## src/sv/lkdfb_pkg.sv

```systemverilog
package lkdfb_pkg;

   localparam int MAX_DIGITS      = 8;
   localparam int DEF_NUM_DIGITS  = 8;
   localparam int DEF_QUEUE_DEPTH = 2;

   localparam int FUNC_W   = 3;
   localparam int ADDR_W   = 4;
   localparam int NUMBER_W = 27;
   localparam int BYTE_W   = 8;
   localparam int SCAN_W   = 32;
   localparam int KEY_W    = 4;
   localparam int BRIGHT_W = 3;
   localparam int STEP_W   = 5;

   localparam logic [BRIGHT_W-1:0] BRIGHT_RESET = 3'd7;
   localparam logic [KEY_W-1:0]    KEY_NONE     = 4'd8;

   localparam logic [BYTE_W-1:0] CMD_DATA_AUTO  = 8'h40;
   localparam logic [BYTE_W-1:0] CMD_DATA_FIXED = 8'h44;
   localparam logic [BYTE_W-1:0] CMD_READ_KEYS  = 8'h42;
   localparam logic [BYTE_W-1:0] CMD_ADDR       = 8'hC0;
   localparam logic [BYTE_W-1:0] CMD_DISPLAY_ON = 8'h88;
   localparam logic [BYTE_W-1:0] FILL_BYTE      = 8'hFF;

   typedef enum logic [FUNC_W-1:0] {
      FUNC_SHOW  = 3'd0,
      FUNC_LED   = 3'd1,
      FUNC_INIT  = 3'd2,
      FUNC_KEY   = 3'd3,
      FUNC_WRITE = 3'd4,
      FUNC_FIXED = 3'd5
   } func_type;

   typedef struct packed {
      func_type            func;
      logic [ADDR_W-1:0]   address;
      logic [BYTE_W-1:0]   data_byte;
      logic [KEY_W-1:0]    key_index;
      logic [STEP_W-1:0]   last_step;
   } job_type;

   function automatic logic [BYTE_W-1:0] seg_code(input logic [3:0] digit);
      logic [BYTE_W-1:0] code;
      unique case (digit)
         4'd0: code = 8'h3F;
         4'd1: code = 8'h06;
         4'd2: code = 8'h5B;
         4'd3: code = 8'h4F;
         4'd4: code = 8'h66;
         4'd5: code = 8'h6D;
         4'd6: code = 8'h7D;
         4'd7: code = 8'h07;
         4'd8: code = 8'h7F;
         4'd9: code = 8'h6F;
         default: code = 8'h00;
      endcase
      return code;
   endfunction

   function automatic int pow10(input int n);
      int p;
      p = 1;
      for (int i = 0; i < n; i++) begin
         p = p * 10;
      end
      return p;
   endfunction

   function automatic logic [KEY_W-1:0] key_decode(input logic [SCAN_W-1:0] scan);
      logic [7:0]       merged;
      logic [KEY_W-1:0] idx;
      merged = scan[7:0] | {scan[14:8], 1'b0} | {scan[21:16], 2'b0} | {scan[28:24], 3'b0};
      idx = KEY_NONE;
      for (int i = 0; i < 8; i++) begin
         if (merged == (8'd1 << i)) begin
            idx = KEY_W'(i);
         end
      end
      return idx;
   endfunction

endpackage

```

## src/sv/lkdfb_front.sv

```systemverilog
module lkdfb_front
   import lkdfb_pkg::*;
#(
   parameter int NUM_DIGITS = DEF_NUM_DIGITS
) (
   input  logic                    clock,
   input  logic                    reset,
   input  logic                    start,
   output logic                    busy,
   input  logic [FUNC_W-1:0]       req_func,
   input  logic [ADDR_W-1:0]       req_address,
   input  logic [NUMBER_W-1:0]     req_number,
   input  logic [BYTE_W-1:0]       req_data_byte,
   input  logic [SCAN_W-1:0]       req_key_scan,
   output logic                    push,
   output job_type                 job,
   output logic [4*NUM_DIGITS-1:0] digits,
   input  logic                    full
);

   localparam int                  BCD_W   = 4 * NUM_DIGITS;
   localparam int                  ITER_W  = $clog2(NUMBER_W);
   localparam logic [NUMBER_W-1:0] MAX_NUM = NUMBER_W'(pow10(NUM_DIGITS) - 1);

   localparam logic [STEP_W-1:0] LAST_SHOW  = STEP_W'(2 * NUM_DIGITS);
   localparam logic [STEP_W-1:0] LAST_LED   = STEP_W'(3 * NUM_DIGITS - 1);
   localparam logic [STEP_W-1:0] LAST_INIT  = STEP_W'(18);
   localparam logic [STEP_W-1:0] LAST_KEY   = STEP_W'(1);
   localparam logic [STEP_W-1:0] LAST_WRITE = STEP_W'(2);

   typedef enum logic [2:0] {
      F_IDLE = 3'b001,
      F_CONV = 3'b010,
      F_PUSH = 3'b100
   } fstate_type;

   fstate_type              state_ff, state_in;
   job_type                 job_ff, job_in;
   logic [NUMBER_W-1:0]     bin_ff, bin_in;
   logic [BCD_W-1:0]        bcd_ff, bcd_in;
   logic [ITER_W-1:0]       iter_ff, iter_in;
   logic [BCD_W-1:0]        adj;
   logic                    accept;
   logic                    known_func;
   logic [STEP_W-1:0]       last_step;

   assign busy   = (state_ff != F_IDLE);
   assign accept = start && !busy;
   assign push   = (state_ff == F_PUSH) && !full;
   assign job    = job_ff;
   assign digits = bcd_ff;

   always_comb begin
      known_func = 1'b1;
      last_step  = LAST_WRITE;
      unique case (req_func)
         FUNC_SHOW:  last_step = LAST_SHOW;
         FUNC_LED:   last_step = LAST_LED;
         FUNC_INIT:  last_step = LAST_INIT;
         FUNC_KEY:   last_step = LAST_KEY;
         FUNC_WRITE: last_step = LAST_WRITE;
         FUNC_FIXED: last_step = LAST_WRITE;
         default:    known_func = 1'b0;
      endcase
   end

   always_comb begin
      for (int i = 0; i < NUM_DIGITS; i++) begin
         adj[4*i +: 4] = (bcd_ff[4*i +: 4] >= 4'd5) ? bcd_ff[4*i +: 4] + 4'd3
                                                    : bcd_ff[4*i +: 4];
      end
   end

   always_comb begin
      state_in = state_ff;
      job_in   = job_ff;
      bin_in   = bin_ff;
      bcd_in   = bcd_ff;
      iter_in  = iter_ff;
      unique case (state_ff)
         F_IDLE: begin
            if (accept && known_func) begin
               job_in.func      = func_type'(req_func);
               job_in.address   = req_address;
               job_in.data_byte = req_data_byte;
               job_in.key_index = key_decode(req_key_scan);
               job_in.last_step = last_step;
               bin_in  = (req_number > MAX_NUM) ? MAX_NUM : req_number;
               bcd_in  = '0;
               iter_in = '0;
               state_in = (req_func == FUNC_SHOW) ? F_CONV : F_PUSH;
            end
         end
         F_CONV: begin
            bcd_in  = {adj[BCD_W-2:0], bin_ff[NUMBER_W-1]};
            bin_in  = bin_ff << 1;
            iter_in = iter_ff + 1'b1;
            if (iter_ff == ITER_W'(NUMBER_W - 1)) begin
               state_in = F_PUSH;
            end
         end
         F_PUSH: begin
            if (!full) begin
               state_in = F_IDLE;
            end
         end
         default: state_in = F_IDLE;
      endcase
   end

   always_ff @(posedge clock) begin
      if (reset) begin
         state_ff <= F_IDLE;
      end else begin
         state_ff <= state_in;
      end
      job_ff  <= job_in;
      bin_ff  <= bin_in;
      bcd_ff  <= bcd_in;
      iter_ff <= iter_in;
   end

endmodule

```

## src/sv/lkdfb_queue.sv

```systemverilog
module lkdfb_queue
   import lkdfb_pkg::*;
#(
   parameter int WIDTH = 8,
   parameter int DEPTH = DEF_QUEUE_DEPTH
) (
   input  logic             clock,
   input  logic             reset,
   input  logic             push,
   input  logic [WIDTH-1:0] push_data,
   output logic             full,
   input  logic             pop,
   output logic [WIDTH-1:0] pop_data,
   output logic             empty
);

   localparam int PTR_W = (DEPTH > 1) ? $clog2(DEPTH) : 1;
   localparam int CNT_W = $clog2(DEPTH + 1);

   logic [WIDTH-1:0] mem_ff [DEPTH];
   logic [PTR_W-1:0] wr_ptr_ff, wr_ptr_in;
   logic [PTR_W-1:0] rd_ptr_ff, rd_ptr_in;
   logic [CNT_W-1:0] count_ff, count_in;

   assign full     = (count_ff == CNT_W'(DEPTH));
   assign empty    = (count_ff == '0);
   assign pop_data = mem_ff[rd_ptr_ff];

   always_comb begin
      wr_ptr_in = wr_ptr_ff;
      rd_ptr_in = rd_ptr_ff;
      count_in  = count_ff;
      if (push) begin
         wr_ptr_in = (wr_ptr_ff == PTR_W'(DEPTH - 1)) ? '0 : wr_ptr_ff + 1'b1;
      end
      if (pop) begin
         rd_ptr_in = (rd_ptr_ff == PTR_W'(DEPTH - 1)) ? '0 : rd_ptr_ff + 1'b1;
      end
      if (push && !pop) begin
         count_in = count_ff + 1'b1;
      end else if (pop && !push) begin
         count_in = count_ff - 1'b1;
      end
   end

   always_ff @(posedge clock) begin
      if (reset) begin
         wr_ptr_ff <= '0;
         rd_ptr_ff <= '0;
         count_ff  <= '0;
      end else begin
         wr_ptr_ff <= wr_ptr_in;
         rd_ptr_ff <= rd_ptr_in;
         count_ff  <= count_in;
      end
      if (push) begin
         mem_ff[wr_ptr_ff] <= push_data;
      end
   end

endmodule

```

## src/sv/lkdfb_back.sv

```systemverilog
module lkdfb_back
   import lkdfb_pkg::*;
#(
   parameter int NUM_DIGITS = DEF_NUM_DIGITS
) (
   input  logic                    clock,
   input  logic                    reset,
   input  logic [BRIGHT_W-1:0]     brightness,
   input  logic                    empty,
   input  job_type                 pop_job,
   input  logic [4*NUM_DIGITS-1:0] pop_digits,
   output logic                    pop,
   output logic                    rsp_valid,
   output logic [BYTE_W-1:0]       rsp_out_byte,
   output logic                    rsp_byte_valid,
   output logic                    rsp_strobe_end,
   output logic [KEY_W-1:0]        rsp_key_index,
   output logic                    rsp_last
);

   localparam int BCD_W = 4 * NUM_DIGITS;
   localparam int IDX_W = (NUM_DIGITS > 1) ? $clog2(NUM_DIGITS) : 1;

   localparam logic [1:0] SUB_CMD  = 2'd0;
   localparam logic [1:0] SUB_ADDR = 2'd1;
   localparam logic [1:0] SUB_DATA = 2'd2;

   typedef enum logic [1:0] {
      B_IDLE = 2'b01,
      B_RUN  = 2'b10
   } bstate_type;

   bstate_type          state_ff, state_in;
   job_type             job_ff, job_in;
   logic [BCD_W-1:0]    digits_ff, digits_in;
   logic [BYTE_W-1:0]   mask_ff, mask_in;
   logic [STEP_W-1:0]   step_ff, step_in;
   logic [1:0]          sub_ff, sub_in;
   logic [IDX_W-1:0]    idx_ff, idx_in;

   logic                valid_ff;
   logic [BYTE_W-1:0]   byte_ff, byte_in;
   logic                byte_valid_ff, byte_valid_in;
   logic                strobe_ff, strobe_in;
   logic [KEY_W-1:0]    key_ff, key_in;
   logic                last_ff, last_in;

   logic                emit;
   logic                final_step;

   assign pop        = (state_ff == B_IDLE) && !empty;
   assign emit       = (state_ff == B_RUN);
   assign final_step = (step_ff == job_ff.last_step);

   assign rsp_valid      = valid_ff;
   assign rsp_out_byte   = byte_ff;
   assign rsp_byte_valid = byte_valid_ff;
   assign rsp_strobe_end = strobe_ff;
   assign rsp_key_index  = key_ff;
   assign rsp_last       = last_ff;

   always_comb begin
      byte_in       = '0;
      byte_valid_in = 1'b1;
      strobe_in     = 1'b0;
      key_in        = KEY_NONE;
      last_in       = final_step;
      unique case (job_ff.func)
         FUNC_SHOW: begin
            if (step_ff == '0) begin
               byte_in = CMD_ADDR | {4'b0, job_ff.address};
            end else begin
               byte_in   = seg_code(digits_ff[BCD_W-1 -: 4]);
               strobe_in = final_step;
            end
         end
         FUNC_LED: begin
            priority if (sub_ff == SUB_CMD) begin
               byte_in   = CMD_DATA_AUTO;
               strobe_in = 1'b1;
            end else if (sub_ff == SUB_ADDR) begin
               byte_in = CMD_ADDR | BYTE_W'({idx_ff, 1'b1});
            end else begin
               byte_in   = {7'b0, mask_ff[0]};
               strobe_in = 1'b1;
            end
         end
         FUNC_INIT: begin
            priority if (step_ff == STEP_W'(0)) begin
               byte_in   = CMD_DISPLAY_ON | {5'b0, brightness};
               strobe_in = 1'b1;
            end else if (step_ff == STEP_W'(1)) begin
               byte_in   = CMD_DATA_AUTO;
               strobe_in = 1'b1;
            end else if (step_ff == STEP_W'(2)) begin
               byte_in = CMD_ADDR;
            end else begin
               byte_in   = FILL_BYTE;
               strobe_in = final_step;
            end
         end
         FUNC_KEY: begin
            if (step_ff == '0) begin
               byte_in = CMD_READ_KEYS;
            end else begin
               byte_valid_in = 1'b0;
               strobe_in     = 1'b1;
               key_in        = job_ff.key_index;
            end
         end
         FUNC_WRITE, FUNC_FIXED: begin
            priority if (step_ff == STEP_W'(0)) begin
               byte_in   = (job_ff.func == FUNC_WRITE) ? CMD_DATA_AUTO : CMD_DATA_FIXED;
               strobe_in = 1'b1;
            end else if (step_ff == STEP_W'(1)) begin
               byte_in = (job_ff.func == FUNC_WRITE)
                         ? (CMD_ADDR | {4'b0, job_ff.address})
                         : (CMD_ADDR | {4'b0, job_ff.address[2:0], 1'b0});
            end else begin
               byte_in   = job_ff.data_byte;
               strobe_in = 1'b1;
            end
         end
         default: byte_valid_in = 1'b1;
      endcase
   end

   always_comb begin
      state_in  = state_ff;
      job_in    = job_ff;
      digits_in = digits_ff;
      mask_in   = mask_ff;
      step_in   = step_ff;
      sub_in    = sub_ff;
      idx_in    = idx_ff;
      unique case (state_ff)
         B_IDLE: begin
            if (pop) begin
               job_in    = pop_job;
               digits_in = pop_digits;
               mask_in   = pop_job.data_byte;
               step_in   = '0;
               sub_in    = SUB_CMD;
               idx_in    = '0;
               state_in  = B_RUN;
            end
         end
         B_RUN: begin
            step_in = step_ff + 1'b1;
            if (job_ff.func == FUNC_LED) begin
               if (sub_ff == SUB_DATA) begin
                  sub_in  = SUB_CMD;
                  idx_in  = idx_ff + 1'b1;
                  mask_in = mask_ff >> 1;
               end else begin
                  sub_in = sub_ff + 1'b1;
               end
            end
            // second copy of a digit done: move to the next digit
            if (job_ff.func == FUNC_SHOW && step_ff != '0 && !step_ff[0]) begin
               digits_in = digits_ff << 4;
            end
            if (final_step) begin
               state_in = B_IDLE;
            end
         end
         default: state_in = B_IDLE;
      endcase
   end

   always_ff @(posedge clock) begin
      if (reset) begin
         state_ff <= B_IDLE;
         valid_ff <= 1'b0;
      end else begin
         state_ff <= state_in;
         valid_ff <= emit;
      end
      job_ff    <= job_in;
      digits_ff <= digits_in;
      mask_ff   <= mask_in;
      step_ff   <= step_in;
      sub_ff    <= sub_in;
      idx_ff    <= idx_in;
      if (emit) begin
         byte_ff       <= byte_in;
         byte_valid_ff <= byte_valid_in;
         strobe_ff     <= strobe_in;
         key_ff        <= key_in;
         last_ff       <= last_in;
      end
   end

endmodule

```

## src/sv/led_key_display_frame_builder_core.sv

```systemverilog
// Frame builder for an 8-digit LED/key driver chip.
// Request channel: a transaction is taken at a clock edge with start high and
// busy low; req_func selects show-number, LED mask, init, key decode, write
// byte or fixed-address write. Codes 6 and 7 are taken and give no results.
// Result channel: each result is shown for one cycle with rsp_valid high;
// rsp_strobe_end marks the strobe rising after that byte, rsp_last the final
// result of the request. The receiver cannot stall, so results never wait.
// Config: csr_write_enable/csr_write_data set the brightness used at init.
// Timing: the front holds a show-number request for its bit-per-cycle
// binary-to-decimal conversion, other requests only until they are pushed.
// Jobs then wait in a small queue; the back loads one job at a time and
// emits one result per cycle (up to 24). With the back free, a pushed job
// passes the queue entry, the back's job and result registers before it shows. busy stays high while the
// front works or waits for room in the queue.
// Reset: queue empty, both sequencers idle, brightness 7.
module led_key_display_frame_builder_core
   import lkdfb_pkg::*;
#(
   parameter int NUM_DIGITS  = DEF_NUM_DIGITS,
   parameter int QUEUE_DEPTH = DEF_QUEUE_DEPTH
) (
   input  logic                clock,
   input  logic                reset,
   input  logic                start,
   output logic                busy,
   input  logic [FUNC_W-1:0]   req_func,
   input  logic [ADDR_W-1:0]   req_address,
   input  logic [NUMBER_W-1:0] req_number,
   input  logic [BYTE_W-1:0]   req_data_byte,
   input  logic [SCAN_W-1:0]   req_key_scan,
   output logic                rsp_valid,
   output logic [BYTE_W-1:0]   rsp_out_byte,
   output logic                rsp_byte_valid,
   output logic                rsp_strobe_end,
   output logic [KEY_W-1:0]    rsp_key_index,
   output logic                rsp_last,
   input  logic                csr_write_enable,
   input  logic [BRIGHT_W-1:0] csr_write_data
);

   localparam int BCD_W   = 4 * NUM_DIGITS;
   localparam int QENTRY_W = $bits(job_type) + BCD_W;

   logic [BRIGHT_W-1:0] brightness_ff, brightness_in;

   logic                push;
   job_type             push_job;
   logic [BCD_W-1:0]    push_digits;
   logic                full;
   logic                pop;
   logic                empty;
   logic [QENTRY_W-1:0] pop_data;
   job_type             pop_job;
   logic [BCD_W-1:0]    pop_digits;

   assign brightness_in = csr_write_enable ? csr_write_data : brightness_ff;

   always_ff @(posedge clock) begin
      if (reset) begin
         brightness_ff <= BRIGHT_RESET;
      end else begin
         brightness_ff <= brightness_in;
      end
   end

   assign pop_job    = job_type'(pop_data[QENTRY_W-1 -: $bits(job_type)]);
   assign pop_digits = pop_data[BCD_W-1:0];

   lkdfb_front #(
      .NUM_DIGITS (NUM_DIGITS)
   ) u_front (
      .clock         (clock),
      .reset         (reset),
      .start         (start),
      .busy          (busy),
      .req_func      (req_func),
      .req_address   (req_address),
      .req_number    (req_number),
      .req_data_byte (req_data_byte),
      .req_key_scan  (req_key_scan),
      .push          (push),
      .job           (push_job),
      .digits        (push_digits),
      .full          (full)
   );

   lkdfb_queue #(
      .WIDTH (QENTRY_W),
      .DEPTH (QUEUE_DEPTH)
   ) u_queue (
      .clock     (clock),
      .reset     (reset),
      .push      (push),
      .push_data ({push_job, push_digits}),
      .full      (full),
      .pop       (pop),
      .pop_data  (pop_data),
      .empty     (empty)
   );

   lkdfb_back #(
      .NUM_DIGITS (NUM_DIGITS)
   ) u_back (
      .clock          (clock),
      .reset          (reset),
      .brightness     (brightness_ff),
      .empty          (empty),
      .pop_job        (pop_job),
      .pop_digits     (pop_digits),
      .pop            (pop),
      .rsp_valid      (rsp_valid),
      .rsp_out_byte   (rsp_out_byte),
      .rsp_byte_valid (rsp_byte_valid),
      .rsp_strobe_end (rsp_strobe_end),
      .rsp_key_index  (rsp_key_index),
      .rsp_last       (rsp_last)
   );

endmodule

```

## config.mk

```make
export PLATFORM = sky130hd
export DESIGN_NAME = led_key_display_frame_builder_core
export DESIGN_NICKNAME = d
export VERILOG_FILES = /design/src/sv/lkdfb_pkg.sv /design/src/sv/lkdfb_front.sv /design/src/sv/lkdfb_queue.sv /design/src/sv/lkdfb_back.sv /design/src/sv/led_key_display_frame_builder_core.sv
export SDC_FILE = /design/constraint.sdc
export NUM_CORES = 1
export LEC_CHECK = 0
export BUFFER_PORTS_ARGS = -buffer_cell sky130_fd_sc_hd__buf_4
export CAP_MARGIN = 20
export CORE_UTILIZATION = 60
export DETAILED_ROUTE_END_ITERATION = 12
export HOLD_SLACK_MARGIN = 0.03
export MAX_ROUTING_LAYER = met4
export PLACE_DENSITY_LB_ADDON = 0.08
export SLEW_MARGIN = 5
export SYNTH_ARGS = -nofsm -noshare
export SYNTH_HDL_FRONTEND = slang
export SYNTH_SLANG_ARGS = --single-unit
```

## constraint.sdc

```tcl
create_clock -name clock -period 15.65 [get_ports clock]
set_input_delay 2.3475 -clock clock [delete_from_list [all_inputs] [get_ports clock]]
set_output_delay 2.3475 -clock clock [all_outputs]
set_load 0.1 [all_outputs]
```

After elaboration in Yosys (flattened, before gate mapping)

Memory sizes are Yosys's and may differ from the RTL's. A register that Yosys moved wholly into a read port is not among the register bits.
Cells that the tools add are included.

$add $sub $neg: 16
Multiply operators: 0
Div/mod/pow operators: 0
$lt $le $gt $ge: 9
Eq/ne operators: 39
Shift-type cells: 0
Multiplexer cells: 81
Bitwise logic cells: 4
Reduce and logical (&&, ||, !) cells: 38

Operators by type and width:

| operator                                                                            | count |
|---|---|
| 32-bit case mux with 2 select lines                                                 | 2 |
| 32-bit 2-to-1 mux                                                                   | 3 |
| 8-bit 2-to-1 mux                                                                    | 10 |
| 27-bit 2-to-1 mux                                                                   | 2 |
| 27-bit case mux with 2 select lines                                                 | 1 |
| 4-bit 2-to-1 mux                                                                    | 10 |
| 8-bit case mux with 5 select lines                                                  | 1 |
| 3-bit 2-to-1 mux                                                                    | 12 |
| 4-bit by 3-bit greater-or-equal comparator with 1-bit output, second input constant | 8 |
| 4-bit by 2-bit adder with 4-bit output, second input constant                       | 7 |
| 27-bit > comparator, second input constant                                          | 1 |
| 8-bit OR                                                                            | 3 |
| 5-bit case mux with 2 select lines                                                  | 2 |
| 5-bit case mux with 4 select lines                                                  | 1 |
| 1-bit 2-to-1 mux                                                                    | 18 |
| 2-bit 2-to-1 mux                                                                    | 9 |
| 8-bit case mux with 2 select lines                                                  | 1 |
| 3-bit by 2-bit equality test with 1-bit output, second input constant               | 5 |
| 3-bit equality test, second input constant                                          | 5 |
| 2-bit != test, second input constant                                                | 6 |
| 5-bit by 1-bit adder with 5-bit output, second input constant                       | 2 |
| 5-bit 2-to-1 mux                                                                    | 2 |
| 2-bit AND reduction                                                                 | 5 |
| 3-bit by 1-bit equality test with 1-bit output, second input constant               | 3 |
| other kinds (41)                                                                    | 68 |

Bits in registers: 190
Latch bits: 0
Bits in writable memories: 112
Bits in read-only memories: 112
Input bits: 81
Output and inout port bits: 17
Logic and storage cells: 222
Memories kept: 2

Memories:

| memory           | depth | bits a word | read ports | clocked after memory_dff | wr ports | line              | text |
|---|---|---|---|---|---|---|---|
| (name not given) | 16    | 7           | 1          | 1                        | 0        | lkdfb_pkg.sv:45   | `unique case (digit)` |
| u_queue.mem_ff   | 2     | 56          | 1          | 1                        | 1        | lkdfb_queue.sv:20 | `logic [WIDTH-1:0] mem_ff [DEPTH];` |

Longest topological paths before layout

Gate-level depths: netlist (run 1).

Word-level depth: 11
Gate-level depth with buffers: 12
Mapped depth without buffers: 11

Modules after synthesis

Synthesis (run 1) repeated with hierarchy kept, for this count alone.

Cells, all modules: 1028
Area, all modules: 13492.9 um^2

By module, submodules not included:

| module                             | instances | cells each | area each (um^2) | seq. area each (um^2) |
|---|---|---|---|---|
| lkdfb_front                        | 1         | 431        | 4608.2           | 2672.6 |
| lkdfb_back                         | 1         | 392        | 4520.6           | 2872.8 |
| lkdfb_queue                        | 1         | 196        | 4259.1           | 3463.3 |
| led_key_display_frame_builder_core | 1         | 9          | 105.1            | 60.1 |

Worst setup path after synthesis (run 1)

Ideal clock, no wire load.

Path type: input to register
From: input port req_func[1]
To: register u_front.bin_ff[0] (enable)
Library setup time: 0.577 ns
Arrival time: 7.011 ns
Data required time: 15.073 ns
Path slack: 8.062 ns
Stages on the path: 3
Buffers on the path: 0
Cell sequence: nand2_1 -> nand2_1 -> o21ai_0

Cells in the longest elaborated chain, start to end: 6
Elaborated cells on any way between the ends: 11
Those cells by class: 6 x eq/ne; 1 x mux; 4 x reduce/logical

Ends and longest elaborated chain:

| element                                                | line                                     | text |
|---|---|---|
| start: declaration                                     | led_key_display_frame_builder_core.sv:26 | `input logic [FUNC_W-1:0] req_func,` |
| 3-bit equality test, or another cell as far along      | lkdfb_front.sv:56                        | `unique case (req_func)` |
| 6-bit OR reduction (no line) (*)                       | --                                       |  |
| 1-bit 2-to-1 mux (*)                                   | lkdfb_front.sv:56                        |  |
| 1-bit logical AND (*)                                  | lkdfb_front.sv:82                        | `if (accept && known_func) begin` |
| 2-bit by 1-bit != test with 1-bit output (no line) (*) | --                                       |  |
| 2-bit AND reduction (no line) (*)                      | --                                       |  |
| end signal: assignment                                 | lkdfb_front.sv:118                       | `bin_ff <= bin_in;` |
| end: declaration                                       | lkdfb_front.sv:39                        | `logic [NUMBER_W-1:0] bin_ff, bin_in;` |

Mark *: on every way between the ends. The rest lies on a longest branch, timed or not.
A chain may end at the register's enable or synchronous reset.

Final worst setup path (run 1)

From: register u_front.state_ff[2]
To: output port busy

Cells in the longest elaborated chain, start to end: 1

Ends and longest elaborated chain:

| element                                  | line                                     | text |
|---|---|---|
| start: declaration                       | lkdfb_front.sv:37                        | `fstate_type state_ff, state_in;` |
| start signal: assignment                 | lkdfb_front.sv:115                       | `state_ff <= state_in;` |
| 3-bit by 1-bit != test with 1-bit output | lkdfb_front.sv:47                        | `assign busy = (state_ff != F_IDLE);` |
| end: declaration                         | led_key_display_frame_builder_core.sv:25 | `output logic busy,` |

Every way passes these cells.

==> metrics.txt, run 1 <==
status=complete, no violations; GR Util All Layers=21.31%; worst-margin pin slew=about 1000 ps; Core ar.=0.02189 mm2; CP cell instances=nand2b_1, or2_2, buf_4; total number of vias=7957; PwrDens=160.1 mW/mm2; antenna-violating nets left=0; post-synth top area cell=edfxtp_1; top-area cell type share of the netlist area=a little under two thirds; Comb pwr share=23.2%; number of flops mapped to enable cells by yosys=285; Final period util=25.55%; largest net degree at the start of global routing=60; mux contribution to synthesized area=6.262%; ys async rst share=0%; Final min period=about 4000 ps; Yosys Warn Count=0; die area=0.02295 mm2; total grt overflow=0; Horiz. Die Dim=roughly 150 um; first-pass GRT wire length=37210 um; Seq cells post-synth=between 300 and 400; compound-cell area share of the yosys netlist=7.951%; Reg clk slew, reported paths=roughly 60 ps; post-synthesis adder-cell area fraction=3.360%; crit end category=output pin; worst path required time=between 10000 and 15000 ps; clk root buf=clkbuf_16; Pint=0.001721 W; final WL=23260 um; Clock Path Buffers=3; count leader, synth=edfxtp_1; clock share of power=27.9%; CTS tree=built; setup tns final=0 ps; Critical R2R Launch=u_back.state_ff[0]; Worst slew margin=about a third; Max Cap Viol=0; Hold Crit Class=flip-flop to flip-flop; Reg2Reg Setup Slack=12000 ps; Syn Nets=1122; setup ws final=11650 ps; Hold Path Origin=u_front.job[14]; switching share of power=29.95%; number of iterations in the first detailed-routing pass=5; hold_ws=444.5 ps; Max FO, Critical Path=5; main combinational cell family by area after synthesis=simple AND/OR/NAND/NOR gates; Max Freq=approximately 250 MHz; clk_lat worst skew=540 ps; CTS H-tree lvls=1; ratio of cells with drive above 1 in the final layout=17.38%; Port Buf Inserts=91; fillers=1549; RSZ-0062 raised after global routing=false; Peak VDD IR=~110 uV; Setup Buffers After CTS=0; CTS Buf Count=30; dpl ws=11170 ps; post-synthesis sequential area ratio=66.97%; ys flop type=edfxtp_1; Initial Utilization=61.24%; crit path buf inv count=1; Post-synth top cells=285 x edfxtp_1, 113 x nor2_1, 73 x nand2_1, 49 x mux2i_1, 48 x a21oi_1; Final Hold Fails=0; row count=54; io pins=98; Largest delay share family, worst path=simple AND/OR/NAND/NOR gates; CP max stage cell=or2_2; # hold bufs at CTS=0; initial antenna violation count=0; # resized after CTS=0; GP Congestion=0.9071; CP startpoint kind=flip-flop; Post-Synth Simple-Gate Area=10.70%; post-route DRC violation count=0; WL per Instance=16.59 um; Multi-input gate area=0.004140 mm2; post-synth cell types=68; hold endpoint=u_queue.mem_ff[0][46]; Nets=1216; vias in the first global route=approximately 7700; setup violators final=0; WHS Path Cells=0; Vias per Instance=5.675; NetSw=0.0007356 W; clock net sink count=between 300 and 400; leakage=5.385 nW; FF/Latch Area=roughly 0.0090 mm2; die extent in y=151.5 um; critical path arrival=approximately 1700 ps; DRT iter0 DRCs=574; CP max stage delay=350 ps; R2R cell count=12; post-synthesis xor/xnor area fraction=2.417%; Final Max Slew Viols=0; Mapped Avg Cell Area=13.34 um2; post-synthesis cell area=0.01341 mm2; top cells by area, synth=edfxtp_1 64%, mux2i_1 3.7%, ha_1 3.4%, nor2_1 3.2%, dfxtp_1 3.1%; Clock Skews=6.926 ps; Flop pwr share=between 40% and 50%; Mapped Cells=1005; Crit Path Class=flip-flop to output pin; Syn-to-layout area delta=14.42%; DPL Wire Length=14770 um; number of inserted diodes=0
[flip-flops by register name, indices dropped and copies added (netlist names), 3 cells and up, named ones only]
| name | cells |
|---|---|
| u_front.bin_ff | 27 |
| u_back.rsp_out_byte | 8 |
| u_back.idx_ff | 3 |
| u_queue.mem_ff | 110 |
| u_front.state_ff | 3 |
| u_front.iter_ff | 5 |
| u_back.mask_ff | 8 |
| u_front.job | 23 |
| brightness_ff | 3 |
| u_back.job_ff | 23 |
| u_front.digits | 32 |
| u_back.step_ff | 5 |
| u_back.digits_ff | 32 |
| u_back.rsp_key_index | 4 |
[per-stage QoR]
step | total power, W | area, um2 | cells | utilization, %
finish | 0.002456 | 15340 | 1402 | 70.07
global route | 0.002583 | 15340 | 1402 | 70.07
CTS | 0.002475 | 15320 | 1401 | 70.00
detailed placement | 0.001786 | 14380 | 1346 | 65.68
global placement | 0.001763 | 14360 | 1345 | 65.62
floorplan | 0.001620 | 13410 | 1005 | -
[worst max-delay path by stage]
stage | start | to | slack, ps | cells past startpoint
floorplan | req_func[1] | u_front.bin_ff[0] | 8060 | 3
global placement | req_number[11] | u_front.bin_ff[0] | 11190 | 6
detailed placement | req_number[11] | u_front.bin_ff[6] | 11170 | 6
CTS | u_front.state_ff[2] | busy | 11640 | 3
global route | u_front.state_ff[2] | busy | 11610 | 3
finish | u_front.state_ff[2] | busy | 11650 | 3
[placed cells by master, fill, tap and decap left out, types with 4 or more instances in the layout]
cell,instances
nor4_1,6
xor2_1,16
a21oi_1,48
xnor2_1,21
clkbuf_1,11
o22ai_1,23
nand4_1,8
nor2b_1,8
or3_1,5
ha_1,35
clkbuf_16,31
nand3_1,11
a211o_1,5
o21ai_0,44
nand2_1,72
dfxtp_1,20
inv_1,36
edfxtp_1,285
and2_1,11
or4_1,4
mux2i_1,49
nor3_1,19
o32ai_1,5
a211oi_1,5
nor2_1,112
clkinv_1,6
buf_4,100
nor3b_1,4
mux2_2,31
nand2b_1,16
and3_1,4
a31oi_1,4
[power groups by stage]
stage	Sequential [W]	Clock, W	Combinational (W)
after global placement	0.00121	0	0.000552
after detailed placement	0.00122	0	0.000570
after CTS	0.00120	0.000699	0.000576
after global routing	0.00122	0.000730	0.000637
after floorplan	0.00118	0	0.000441
final	0.00120	0.000686	0.000571
[layer usage]
metal / vias to the layer above / wire length (um) / global-route usage (%)
li1: 3907 / - / -
met1: 3801 / 10820 / 28.65
met2: 215 / 10860 / 34.27
met3: 34 / 1192 / 3.323
met4: 0 / 392 / 5.250
met5: - / 0 / -
[final cells by class]
cell class              count  share of cell area [%]
repair buffers            102                   5.090
clock inverters            11                  0.6607
flip-flops and latches    306                   58.54
well taps                 280                   2.284
inverters                  38                  0.9299
clock buffers              44                   5.506
multi-input cells         621                   26.99
[cells by family (layout without fill, tap and decap cells)]
| logic type | Yosys count | count (layout) |
|---|---|---|
| buf+inv | 78 | 195 |
| mux | 80 | 80 |
| xor+xnor | 37 | 37 |
| flops | 306 | 306 |
| fa+ha+maj | 36 | 36 |
| compound gates | 169 | 169 |
| simple gates | 299 | 299 |
(Power assumes the default switching activity.)
==> inputs of run 2 (changes only) <==
--- a/config.mk
+++ b/config.mk
@@ -7,7 +7,7 @@
 export LEC_CHECK = 0
 export BUFFER_PORTS_ARGS = -buffer_cell sky130_fd_sc_hd__buf_4
 export CAP_MARGIN = 20
-export CORE_UTILIZATION = 60
+export CORE_UTILIZATION = 54
 export DETAILED_ROUTE_END_ITERATION = 12
 export HOLD_SLACK_MARGIN = 0.03
 export MAX_ROUTING_LAYER = met4
==> constraint.sdc (replaced) <==
create_clock -name clock -period 3.24 [get_ports clock]
set_input_delay 0.486 -clock clock [delete_from_list [all_inputs] [get_ports clock]]
set_output_delay 0.486 -clock clock [all_outputs]
set_load 0.1 [all_outputs]
==> metrics.txt, run 2 (synthesized netlist as in run 1, its figures left out) <==
DPL Wire Length=15190 um (+2.8%); WL met3=883 um (-26%); Hold Crit Class=primary input to flip-flop; Reg with most FFs=u_queue.mem_ff; clock net sink count=306 (unchanged); R2R cell count=10 (-2); number of iterations in the first detailed-routing pass=4 (-1); critical path arrival=3210 ps (+1560 ps); Syn-to-layout area delta=16.51%; CTS tree=built; Clock Path Buffers=3 (unchanged); ratio of cells with drive above 1 in the final layout=18.70% (+1.3 points); Clock Skews=14.00 ps (+7.069 ps); Worst slew margin=33.18% (about the same); CTS Buf Count=34 (+13%); vias in the first global route=7852 (+2.4%); die area=0.02546 mm2 (+11%); worst path required time=3640 ps (-9660 ps); hold endpoint=u_front.job[16]; total grt overflow=0 (unchanged); Port Buf Inserts=91 (unchanged); Max Cap Viol=0 (unchanged); Max Freq=356.3 MHz; Max FO, Critical Path=6 (+1); GP Congestion=0.8757 (-3.5%); RSZ-0062 raised after global routing=false; Inst Count DP=1402 (+4.2%); WHS Path Cells=1 (+1); Core ar.=0.02432 mm2 (+11%); CP startpoint kind=flip-flop; DRT iter0 DRCs=414 (-28%); final WL=23450 um (+0.84%); setup tns final=0 ps (unchanged); Peak VDD IR=605.2 uV (+450%); number of inserted diodes=0 (unchanged); GR Util All Layers=19.45% (-1.9 points); Vias per Instance=5.481 (-3.4%); Crit Path Class=flip-flop to flip-flop; most frequent cells in the layout=285 x edfxtp_1, 113 x buf_4, 112 x nor2_1, 72 x nand2_1, 49 x mux2i_1; initial antenna violation count=0 (unchanged); Final Max Slew Viols=0 (unchanged); Nets=1232 (+1.3%); most common cell after layout, fill and taps aside=edfxtp_1; status=complete, no violations; largest net degree at the start of global routing=43 (-28%); Non-Filler Instances=1463 (+4.4%); setup ws final=433.0 ps (-11220 ps); Hold Path Origin=req_data_byte[7]; first-pass GRT wire length=38610 um (+3.7%); Critical R2R Launch=u_back.step_ff[0]; hold_ws=165.3 ps (-279.2 ps); Final Hold Fails=0 (unchanged); worst-margin pin slew=998.5 ps (+5.621 ps); leakage=5.505 nW (+2.2%); total number of vias=8018 (+0.77%); clk_lat worst skew=500 ps (-40 ps); die extent in y=159.6 um (+5.3%); Final min period=approximately 2800 ps; max layer used=met4; setup violators final=0 (unchanged); WL per Instance=16.03 um (-3.4%); row count=57 (+5.6%); DRT met1 WL=11240 um (+3.9%); Reg2Reg Setup Slack=430 ps (-11570 ps); PwrDens=788.7 mW/mm2 (+390%); Met2 Wirelength=10890 um (+0.33%); Initial Utilization=55.13% (-6.1 points); max FFs per register=110 (unchanged); Reg clk slew, reported paths=60 ps (about the same); dpl ws=265.9 ps (-10910 ps); antenna-violating nets left=0 (unchanged); crit end category=flip-flop; CTS H-tree lvls=2 (+1); Horiz. Die Dim=159.6 um (+5.3%); io pins=98 (unchanged); clk root buf=clkbuf_16; post-route DRC violation count=0 (unchanged); Final period util=86.63%
==> run 2: changes by cell type in the layout (fill, tap and decap cells not counted), sizes merged <==
cell,before,now
inv,37,38
clkinvlp,1,2
clkbuf,44,48
clkinv,9,7
bufinv,2,3
buf,102,114
==> run 2: worst max-delay path, stage by stage (launching register included) <==
cell and delay [ps]:
edfxtp_1 400, buf_4 180, or4_4 570, o21a_1 240, nor2_4 160, mux2i_1 380, inv_1 90, ha_1 220
nand4_1 60, o21ai_0 130, o32ai_1 280
==> run 2: final cells by class <==
type                       count  area [um2]
inverter                      38       142.6
sequential                   306        8980
clock inverter                12       140.1
multi-input combinational    621        4149
fill                        1848        8700
clock buffer                  48       934.6
timing repair buffer         114       868.3
tap                          324       405.4
==> run 2: power by group <==
group | leakage [nW] | switching (W) | total [W] | internal (W)
registers | 2.82 | 0.000419 | 0.00576 | 0.00534
clock network | 0.516 | 0.00145 | 0.00370 | 0.00225
logic | 2.17 | 0.00176 | 0.00286 | 0.00111
total | 5.50 | 0.00362 | 0.0123 | 0.00870
==> run 2: stage by stage <==
step	util (%)	area (um2)	total power, W
5_1_grt	64.23	15620	0.01299
3_5_place_dp	59.78	14540	0.008728
3_3_place_gp	59.78	14540	0.008668
2_1_floorplan	-	13430	0.007817
6_report	64.23	15620	0.01232
4_1_cts	64.20	15610	0.01245
==> run 2: what timing repair did <==
action | 4_1_cts | 5_1_grt
gates resized for setup | 0 | 0
endpoints found under the setup margin | 0 | 1
hold buffers | 0 | 0
setup buffers | 0 | 1
==> run 2: worst max path at each step <==
stage                            from        end  slack, ps  cells after the start
detailed placement  u_back.step_ff[1]  flip-flop        270                     11
CTS                 u_back.step_ff[1]  flip-flop        250                     11
finish              u_back.step_ff[0]  flip-flop        430                     10
global placement    u_back.step_ff[1]  flip-flop        360                     11
floorplan           u_back.step_ff[0]  flip-flop        160                     12
global route        u_back.step_ff[0]  flip-flop        230                     10
==> run 2: routing by layer <==
metal  GRT usage (%)  vias up
met1           26.46     3891
met2           30.19      150
met4           6.119        0
li1                -     3940
met5               -        -
met3           3.048       37
==> inputs of run 3 (changes only) <==
--- a/config.mk
+++ b/config.mk
@@ -5,8 +5,9 @@
 export SDC_FILE = /design/constraint.sdc
 export NUM_CORES = 1
 export LEC_CHECK = 0
-export BUFFER_PORTS_ARGS = -buffer_cell sky130_fd_sc_hd__buf_4
+export BUFFER_PORTS_ARGS = -buffer_cell sky130_fd_sc_hd__buf_2
 export CAP_MARGIN = 20
+export CORE_ASPECT_RATIO = 0.7
 export CORE_UTILIZATION = 54
 export DETAILED_ROUTE_END_ITERATION = 12
 export HOLD_SLACK_MARGIN = 0.03
==> metrics.txt, run 3 (synthesized netlist as in run 1, its figures left out) <==
most frequent cells in the layout=285 x edfxtp_1, 112 x nor2_1, 91 x buf_2, 72 x nand2_1, 49 x mux2i_1; max FFs per register=110 (unchanged); Nets=1231 (-0.081%); PwrDens=779.7 mW/mm2 (-1.1%); setup violators final=0 (unchanged); number of inserted diodes=0 (unchanged); WL per Instance=16.80 um (+4.8%); initial antenna violation count=1 (+1); GP Congestion=0.8841 (+0.96%); final core occ=63.53% (-0.70 points); hold_ws=110.0 ps (-55.34 ps); total number of vias=8061 (+0.54%); die extent in y=133.8 um (-16%); Core ar.=0.02399 mm2 (-1.3%); DRT iter0 DRCs=603 (+46%); CTS tree=built; leakage=5.381 nW (-2.2%); Horiz. Die Dim=190.3 um (+19%); vias in the first global route=7473 (-4.8%); clk_lat worst skew=550 ps (+50 ps); global-route layer with the greatest usage=met1; antenna-violating nets left=0 (unchanged); CP startpoint kind=flip-flop; Clock Path Buffers=3 (unchanged); # resized after CTS=0 (unchanged); most common cell after layout, fill and taps aside=edfxtp_1; clock net sink count=306 (unchanged); Initial Utilization=55.88% (+0.75 points); Max Freq=344.1 MHz (-3.4%); Multi-input gate area=0.004149 mm2 (unchanged); io pins=98 (unchanged); Max FO, Critical Path=9 (+3); crit end category=flip-flop; status=complete, no violations; final WL=24440 um (+4.2%); Clock Skews=10.16 ps (-3.836 ps); setup tns final=0 ps (unchanged); critical path arrival=3360 ps (+150 ps); GR Util All Layers=20.17% (+0.73 points); post-route DRC violation count=0 (unchanged); CTS Buf Count=29 (-15%); FF/Latch Area=0.008980 mm2 (unchanged); total grt overflow=0 (unchanged); clk root buf=clkbuf_16; Final Hold Fails=0 (unchanged); Port Buf Inserts=91 (unchanged); GR Util met3=2.643% (-0.41 points); Worst slew margin=33.38% (+0.20 points); Crit Path Class=flip-flop to flip-flop; Final period util=89.70% (+3.1 points); largest net degree at the start of global routing=60 (+40%); number of iterations in the first detailed-routing pass=5 (+1); Reg clk slew, reported paths=60 ps (about the same); die area=0.02547 mm2 (about the same); first-pass GRT wire length=39380 um (+2.0%); met1 global-route usage=32.65% (+6.2 points); Syn-to-layout area delta=13.69%; Max Cap Viol=0 (unchanged); Hold Crit Class=primary input to flip-flop; total power draw=0.01188 W (-3.5%); Final Max Slew Viols=0 (unchanged); RSZ-0062 raised after global routing=false; fillers=1852 (+0.22%); Final min period=2906 ps (+99.35 ps); Vias per Instance=5.540 (+1.1%); DPL Wire Length=16180 um (+6.5%); met2 usage=26.63% (-3.6 points); row count=47 (-18%); CTS H-tree lvls=1 (-1); Reg with most FFs=u_queue.mem_ff; worst path required time=3700 ps (+60 ps); worst-margin pin slew=998.2 ps (-0.2654 ps); Peak VDD IR=459.6 uV (-24%); ratio of cells with drive above 1 in the final layout=18.82% (+0.12 points)
run 3: path summary, 6_finish.rpt:
path	slack, ps	end	depth (start not counted)	from
hold / removal	110	u_front.job[17]	1	req_address[0]
setup reg to reg	330	flip-flop	10	u_back.step_ff[0]
hold reg to reg	440	u_queue.mem_ff[1][36]	0	u_front.job[4]
setup / recovery	330	flip-flop	10	u_back.step_ff[0]
run 3: stage by stage:
step | area (um2) | setup slack [ps] | std cells
after global routing | 15240 | 131.6 | 1455
final | 15240 | 333.7 | 1455
after detailed placement | 14330 | 206.9 | 1398
after CTS | 15220 | 193.1 | 1452
after floorplan | 13430 | 157.9 | 1005
after global placement | 14330 | 332.0 | 1398
run 3: worst max-delay path, stage by stage (launching register included):
cell and delay (ps):
edfxtp_1 390, buf_4 170, or4_4 560, o21a_1 240, nor2_4 240, mux2i_1 430, inv_1 100, ha_1 220
nand4_1 60, o21ai_0 130, o32ai_1 280
run 3: power breakdown:
group | leakage, nW | switching, W | internal [W]
registers | 2.82 | 0.000411 | 0.00534
logic | 2.12 | 0.00186 | 0.00108
clock network | 0.447 | 0.00141 | 0.00179
run 3: routing by layer:
layer | vias to the layer above | part of all wire [%]
met3 | 42 | 5.8
met2 | 239 | 40
met5 | - | 0
met4 | 0 | 2.0
li1 | 3948 | -
met1 | 3832 | 52
run 3: what timing repair did:
| action | CTS | global route |
|---|---|---|
| hold buffers | 0 | 0 |
| endpoints found under the setup margin | 0 | 2 |
| buffers inserted | 0 | 3 |
run 3: area by class of cell:
class	instances	share of cell area (%)
multi-input combinational	621	27.22
timing repair buffer	118	4.482
inverter	38	0.9358
clock buffer	33	4.860
tap	318	2.610
clock inverter	21	0.9769
sequential	306	58.91
